===== config.mk =====
export PLATFORM = sky130hd
export DESIGN_NAME = fuzzy_fire_sensor_fusion
export DESIGN_NICKNAME = d
export VERILOG_FILES = /design/src/hw/rtl/ffsf_pkg.sv /design/src/hw/rtl/ffsf_grade.sv /design/src/hw/rtl/fuzzy_fire_sensor_fusion.sv
export SDC_FILE = /design/constraint.sdc
export NUM_CORES = 2
export LEC_CHECK = 0
export ABC_AREA = 1
export CAP_MARGIN = 20
export CORE_UTILIZATION = 60
export DETAILED_ROUTE_END_ITERATION = 16
export DONT_BUFFER_PORTS = 1
export PLACE_DENSITY = 0.84
export SYNTH_ARGS = -nofsm -noshare
export SYNTH_HDL_FRONTEND = slang
export SYNTH_SLANG_ARGS = --single-unit

===== constraint.sdc =====
create_clock -name clock -period 7.9 [get_ports clock]
set_input_delay 1.58 -clock clock [delete_from_list [all_inputs] [get_ports clock]]
set_output_delay 1.58 -clock clock [all_outputs]
set_load 0.01 [all_outputs]

===== src/hw/rtl/ffsf_pkg.sv =====
package ffsf_pkg;

   localparam int TEMP_W  = 9;
   localparam int SMOKE_W = 14;
   localparam int CO_W    = 10;
   localparam int READ_W  = 15;
   localparam int GRADE_W = 17;
   localparam int SUM_W   = 18;
   localparam int RATE_W  = 10;

   localparam int REQ_DATA_W = 40;
   localparam int RSP_DATA_W = 80;

   typedef logic signed [READ_W-1:0] reading_type;
   typedef logic [GRADE_W-1:0]       grade_type;
   typedef logic [RATE_W-1:0]        rate_type;

   localparam grade_type LOW_GRADE = GRADE_W'(6553);
   localparam grade_type GRADE_ONE = GRADE_W'(65536);

   localparam int TEMP_X1  = 30;
   localparam int TEMP_X2  = 55;
   localparam int TEMP_X3  = 80;
   localparam int SMOKE_X1 = 300;
   localparam int SMOKE_X2 = 1000;
   localparam int SMOKE_X3 = 4000;
   localparam int CO_X1    = 30;
   localparam int CO_X2    = 100;
   localparam int CO_X3    = 200;

   // mean of three grades by reciprocal multiply
   localparam int              DIV3_SHIFT = 20;
   localparam int              DIV3_W     = 19;
   localparam logic [DIV3_W-1:0] DIV3_MULT = DIV3_W'(((1 << DIV3_SHIFT) + 2) / 3);

   localparam logic [RATE_W-1:0] RATE_SCALE = RATE_W'(1000);
   localparam int                RATE_SHIFT = 16;

endpackage


===== src/hw/rtl/ffsf_grade.sv =====
module ffsf_grade #(
   parameter int X1 = 30,
   parameter int X2 = 55,
   parameter int X3 = 80
) (
   input  ffsf_pkg::reading_type reading,
   output ffsf_pkg::grade_type   grade
);
   import ffsf_pkg::*;

   localparam int M_W    = 13;
   localparam int MULT_W = 31;
   localparam int PROD_W = M_W + MULT_W;

   localparam int D1 = 10 * (X2 - X1);
   localparam int D2 = 2 * (X3 - X2);
   localparam int T1 = M_W + 16 + $clog2(D1);
   localparam int T2 = M_W + 16 + $clog2(D2);
   localparam longint unsigned MULT1 = ((64'd1 << T1) + 64'(D1) - 64'd1) / 64'(D1);
   localparam longint unsigned MULT2 = ((64'd1 << T2) + 64'(D2) - 64'd1) / 64'(D2);
   localparam logic [MULT_W-1:0] MULT1_C = MULT_W'(MULT1);
   localparam logic [MULT_W-1:0] MULT2_C = MULT_W'(MULT2);
   localparam int SH1 = T1 - 16;
   localparam int SH2 = T2 - 16;

   localparam reading_type X1_R = READ_W'(X1);
   localparam reading_type X2_R = READ_W'(X2);
   localparam reading_type X3_R = READ_W'(X3);
   localparam logic [15:0] W1_C = 16'(X2 - X1);
   localparam logic [15:0] W2_C = 16'(X3 - X2);

   logic [15:0]       diff1;
   logic [15:0]       diff2;
   logic [M_W-1:0]    m1;
   logic [M_W-1:0]    m2;
   logic [PROD_W-1:0] prod1;
   logic [PROD_W-1:0] prod2;
   grade_type         q1;
   grade_type         q2;

   assign diff1 = 16'(reading) - 16'(X1_R);
   assign diff2 = 16'(reading) - 16'(X2_R);
   assign m1    = M_W'(W1_C + {diff1[13:0], 2'b00});
   assign m2    = M_W'(W2_C + diff2);
   assign prod1 = PROD_W'(m1) * PROD_W'(MULT1_C);
   assign prod2 = PROD_W'(m2) * PROD_W'(MULT2_C);
   assign q1    = GRADE_W'(prod1 >> SH1);
   assign q2    = GRADE_W'(prod2 >> SH2);

   always_comb begin
      priority if (reading < X1_R) begin
         grade = LOW_GRADE;
      end else if (reading < X2_R) begin
         grade = q1;
      end else if (reading < X3_R) begin
         grade = q2;
      end else begin
         grade = GRADE_ONE;
      end
   end

endmodule


===== src/hw/rtl/fuzzy_fire_sensor_fusion.sv =====
// fuzzy fire sensor fusion
// input stream req_*: one beat holds a temperature, a smoke and a co reading.
// each reading is graded by a four-segment piecewise-linear membership in
// q1.16, the three grades are averaged into a fire likelihood, and a sampling
// rate of likelihood times 1000 is derived from it.
// output stream rsp_*: exactly one beat per request beat, in order, carrying
// the three grades, the likelihood and the sampling rate.
// path: a taken request beat passes the input register, the grade multipliers,
// the mean-by-three multiplier and the rate multiplier into the output register
// before rsp_tvalid rises.
// throughput: one beat per cycle while rsp_tready is high; each of the four stages
// moves on whenever the stage after it is empty or moving.
// reset: all stages empty, rsp_tvalid low, req_tready high.
// stall: while rsp_tready is low the output beat holds; earlier stages keep
// filling until full, then req_tready drops.
module fuzzy_fire_sensor_fusion (
   input  logic        clock,
   input  logic        reset,
   input  logic        req_tvalid,
   output logic        req_tready,
   input  logic [39:0] req_tdata,  // temperature_c[8:0], smoke_ppm[22:9], co_ppm[32:23]
   output logic        rsp_tvalid,
   input  logic        rsp_tready,
   output logic [79:0] rsp_tdata   // temperature_grade[16:0], smoke_grade[33:17],
                                   // co_grade[50:34], fire_likelihood[67:51],
                                   // sample_rate[77:68]
);
   import ffsf_pkg::*;

   localparam int PROD3_W = SUM_W + DIV3_W;
   localparam int PRODR_W = GRADE_W + RATE_W;

   logic adv1, adv2, adv3, adv4;

   // stage 1: input register
   logic               s1_valid_ff, s1_valid_in;
   logic [TEMP_W-1:0]  temp_ff;
   logic [SMOKE_W-1:0] smoke_ff;
   logic [CO_W-1:0]    co_ff;

   // stage 2: grades
   logic      s2_valid_ff, s2_valid_in;
   grade_type s2_gt_ff, s2_gs_ff, s2_gc_ff;

   // stage 3: likelihood
   logic      s3_valid_ff, s3_valid_in;
   grade_type s3_gt_ff, s3_gs_ff, s3_gc_ff;
   grade_type lik_ff;

   // stage 4: output register
   logic      out_valid_ff, out_valid_in;
   grade_type out_gt_ff, out_gs_ff, out_gc_ff, out_lik_ff;
   rate_type  out_rate_ff;

   reading_type t_read, s_read, c_read;
   grade_type   gt, gs, gc;
   logic [SUM_W-1:0]   sum;
   logic [PROD3_W-1:0] prod3;
   grade_type          lik;
   logic [PRODR_W-1:0] prodr;
   rate_type           rate;

   assign adv4       = !out_valid_ff || rsp_tready;
   assign adv3       = !s3_valid_ff || adv4;
   assign adv2       = !s2_valid_ff || adv3;
   assign adv1       = !s1_valid_ff || adv2;
   assign req_tready = adv1;

   assign s1_valid_in  = adv1 ? req_tvalid  : s1_valid_ff;
   assign s2_valid_in  = adv2 ? s1_valid_ff : s2_valid_ff;
   assign s3_valid_in  = adv3 ? s2_valid_ff : s3_valid_ff;
   assign out_valid_in = adv4 ? s3_valid_ff : out_valid_ff;

   always_ff @(posedge clock) begin
      if (reset) begin
         s1_valid_ff  <= 1'b0;
         s2_valid_ff  <= 1'b0;
         s3_valid_ff  <= 1'b0;
         out_valid_ff <= 1'b0;
      end else begin
         s1_valid_ff  <= s1_valid_in;
         s2_valid_ff  <= s2_valid_in;
         s3_valid_ff  <= s3_valid_in;
         out_valid_ff <= out_valid_in;
      end
   end

   always_ff @(posedge clock) begin
      if (adv1) begin
         temp_ff  <= req_tdata[TEMP_W-1:0];
         smoke_ff <= req_tdata[TEMP_W +: SMOKE_W];
         co_ff    <= req_tdata[TEMP_W+SMOKE_W +: CO_W];
      end
   end

   assign t_read = reading_type'({{(READ_W-TEMP_W){temp_ff[TEMP_W-1]}}, temp_ff});
   assign s_read = reading_type'({{(READ_W-SMOKE_W){1'b0}}, smoke_ff});
   assign c_read = reading_type'({{(READ_W-CO_W){1'b0}}, co_ff});

   ffsf_grade #(.X1(TEMP_X1), .X2(TEMP_X2), .X3(TEMP_X3)) u_grade_temp (
      .reading (t_read),
      .grade   (gt)
   );

   ffsf_grade #(.X1(SMOKE_X1), .X2(SMOKE_X2), .X3(SMOKE_X3)) u_grade_smoke (
      .reading (s_read),
      .grade   (gs)
   );

   ffsf_grade #(.X1(CO_X1), .X2(CO_X2), .X3(CO_X3)) u_grade_co (
      .reading (c_read),
      .grade   (gc)
   );

   always_ff @(posedge clock) begin
      if (adv2) begin
         s2_gt_ff <= gt;
         s2_gs_ff <= gs;
         s2_gc_ff <= gc;
      end
   end

   assign sum   = SUM_W'(s2_gt_ff) + SUM_W'(s2_gs_ff) + SUM_W'(s2_gc_ff);
   assign prod3 = PROD3_W'(sum) * PROD3_W'(DIV3_MULT);
   assign lik   = GRADE_W'(prod3 >> DIV3_SHIFT);

   always_ff @(posedge clock) begin
      if (adv3) begin
         s3_gt_ff <= s2_gt_ff;
         s3_gs_ff <= s2_gs_ff;
         s3_gc_ff <= s2_gc_ff;
         lik_ff   <= lik;
      end
   end

   assign prodr = PRODR_W'(lik_ff) * PRODR_W'(RATE_SCALE);
   assign rate  = RATE_W'(prodr >> RATE_SHIFT);

   always_ff @(posedge clock) begin
      if (adv4) begin
         out_gt_ff   <= s3_gt_ff;
         out_gs_ff   <= s3_gs_ff;
         out_gc_ff   <= s3_gc_ff;
         out_lik_ff  <= lik_ff;
         out_rate_ff <= rate;
      end
   end

   assign rsp_tvalid = out_valid_ff;
   assign rsp_tdata  = {2'b00, out_rate_ff, out_lik_ff, out_gc_ff, out_gs_ff, out_gt_ff};

   a_reset_empty : assert property (@(posedge clock)
      reset |=> !rsp_tvalid && !s1_valid_ff && !s2_valid_ff && !s3_valid_ff)
      else $error("pipeline not empty after reset");

   a_grade_range : assert property (@(posedge clock) disable iff (reset)
      s2_valid_ff |-> s2_gt_ff >= LOW_GRADE && s2_gt_ff <= GRADE_ONE &&
                      s2_gs_ff >= LOW_GRADE && s2_gs_ff <= GRADE_ONE &&
                      s2_gc_ff >= LOW_GRADE && s2_gc_ff <= GRADE_ONE)
      else $error("grade out of range");

   a_lik_range : assert property (@(posedge clock) disable iff (reset)
      s3_valid_ff |-> lik_ff >= LOW_GRADE && lik_ff <= GRADE_ONE)
      else $error("likelihood out of range");

   a_rate_range : assert property (@(posedge clock) disable iff (reset)
      rsp_tvalid |-> out_rate_ff <= RATE_SCALE)
      else $error("sample rate out of range");

   a_stage3_hold : assert property (@(posedge clock) disable iff (reset)
      s3_valid_ff && !adv3 |=> s3_valid_ff && $stable(lik_ff))
      else $error("stalled stage lost its beat");

endmodule

==> impl_metrics.toml <==
[route]
post_drt_wl_per_cell_um = 19.5
postRouteWirelength_um = 137000
via_per_inst = 5.55
remaining_drc_errors = 0
ant_nets = 0
vias = 38916
dr.pass1.iters = 6
drt_iter0_drc = 2762

[clocking]
cts_buffer_depth = 3
htree_levels = 1
cts_inserted_buffers = 31
cts.sinks = 234
path_clk_slew_ns = 0.06
cts_tree = "yes"
clock_latency_ns = 0.65
cts_root_buf = "clkbuf_16"

[setup_path]
crit_family = "adder cells"
cpPeakStageDelay_ns = 0.65
cp-end-kind = "flop"
rrSetupSlack_ns = 0.42
worstPathArrival_ns = 7.85
crit_slowest_cell = "edfxtp_1"
required_ns = 8.27
cp-startpoint = "co_ff[4]$_DFFE_PP_"
cp_num_cells = 28
endpoint = "s2_gc_ff[16]$_SDFFCE_PN0P_"
critPathKind = "flop to flop"
worstReg2RegEnd = "s2_gc_ff[16]$_SDFFCE_PN0P_"
regToRegStartpoint = "co_ff[4]$_DFFE_PP_"
crit_buf_inv = 6
start_kind = "flop"
worstPathMaxFanout = 12
r2r_cells = 28

[logic_synthesis]
synth_area_leaders = "fa_1, ha_1, edfxtp_1"
yosysTopAreaCell = "fa_1"
synth_commonest_cells = "inv_1, ha_1, nand2_1, fa_1, nor2_1"
synthDistinctLibCells = 61
synth_edf_count = 230
ys_ff_latch = 234
ys_warn_count = 0
synthFlopType = "edfxtp_1"
synthArstFlopShare_pct = 0
netlist.area_leader.share_pct = 29.9
synth_cells = 5816
synth_most_common_cell = "inv_1"
synth_area_per_cell_um2 = 8.71
netlist_area_um2 = 50600
yosysSeqAreaShare_pct = 13.8

[sta]
final_hold_viol_count = 0
min_period_ns = 7.48
maxSlewHeadroom_pct = 38.6
post-route-period-util_pct = 94.7
hold_ws_ns = 0.409
fin_ws_ns = 0.417
worst_pin_slew_ns = 0.920
setup_viol = 0
rsz0062_at_grt = "no"
fin_tns_setup_ns = 0
report.final.slew_viol_count = 0
skew_ns = 0.0364
fmax_mhz = 134

[global_route]
grt_pass1_vias = 40559
grt_max_degree = 70
grt_pass1_wl_um = 217000
grt.total_usage_pct = 32.9
antenna_found_initial = 1
grt-ovfl-total = 0

[finish]
nets = 7583
area_growth_syn_to_layout_pct = 5.73
drive_above_1_share_pct = 3.40

[die]
die_area_um2 = 85600
die_h_um = 293
rows = 106
num_io_pins = 126
core_um2 = 83600
initial_core_util_pct = 60.6
die_x_um = 293

[outcome]
run_status = "finished, final reports clean"

[placed_design]
hpwl_um = 120000
pre_cts_ws_ns = 0.404
port_buffers = 0
gp_congestion = 1.01

[worst_hold_path]
hp-class = "flop to flop"
hp-start = "s3_gs_ff[9]$_DFFE_PP_"

[flow_run]
drv_cap = 0
-- through the flow --
stage          instance area (um2)  util (%)  std cells
3_3_place_gp                 52500      62.8       6956
5_1_grt                      53500      64.1       7015
2_1_floorplan                50600         -       5817
3_5_place_dp                 52500      62.8       6956
4_1_cts                      53500      64.0       7014
6_report                     53500      64.1       7017
-- flip-flops by register name, summed over array words and instances (netlist names) --
name	flops
out_gc_ff	17
s3_valid_ff	1
s1_valid_ff	1
co_ff	10
out_gs_ff	17
s2_gc_ff	17
temp_ff	9
lik_ff	17
smoke_ff	14
s3_gc_ff	17
s2_valid_ff	1
rsp_tvalid	1
s3_gt_ff	17
s2_gt_ff	17
out_gt_ff	17
out_rate_ff	10
out_lik_ff	17
s3_gs_ff	17
s2_gs_ff	17
-- worst min path at each step --
stage,endpoint,cells past startpoint
floorplan,out_gc_ff[0]$_DFFE_PP_,0
global placement,out_gt_ff[16]$_DFFE_PP_,0
detailed placement,out_gt_ff[16]$_DFFE_PP_,0
CTS,out_gs_ff[9]$_DFFE_PP_,0
global route,out_gs_ff[9]$_DFFE_PP_,0
finish,out_gs_ff[9]$_DFFE_PP_,0
-- layout by cell type (no fill, tap or decap), drive strengths merged, types with 15 or more instances in the layout --
cell type,count
or2,25
a21o,32
edfxtp,230
o21a,19
o21ai,209
xnor2,50
nand3b,26
xor2,81
nor4,15
clkbuf,34
buf,77
nand2,783
inv,1578
a31oi,35
nand4,41
nor2,357
o21bai,30
fa,757
nand3,219
a21oi,337
ha,872
a21boi,22
nor3,44
-- cells by family after synthesis --
| family | Yosys count | synth area share (%) |
|---|---|---|
| AOI/OAI and AO/OA | 714 | 7.86 |
| adders and majority gates | 1629 | 51.5 |
| DFF | 234 | 13.8 |
| buffers and inverters | 1587 | 11.8 |
| and+or+nand+nor | 1520 | 12.7 |
| other | 1 | 0.00741 |
| xor gates and xnor gates | 131 | 2.33 |
-- timing repair --
action | in CTS | in global routing
endpoints found under the hold margin | 0 | 0
resized for setup | 0 | 4
hold buffers | 0 | 0
setup buffers | 0 | 0
endpoints found under the setup margin | 0 | 7
-- final cells by class --
cell class                      instances  area, um2
Antenna cell                            2       5.00
Clock buffer                           34        787
Clock inverter                         24        236
Fill cell                            7001      30000
Inverter                             1570       5900
Multi-Input combinational cell       3996      37700
Sequential cell                       234       6990
Tap cell                             1080       1350
Timing Repair Buffer                   77        578
-- layer usage --
layer	share of wire (%)	global-route usage, %
met5	0	0
met4	4.5	13.2
met3	6.8	4.95
met2	47	54.6
met1	42	43.2
Power is left out: the tool's default activity adds up to more than one toggle a clock period on the data nets, which glitch-free logic cannot reach.
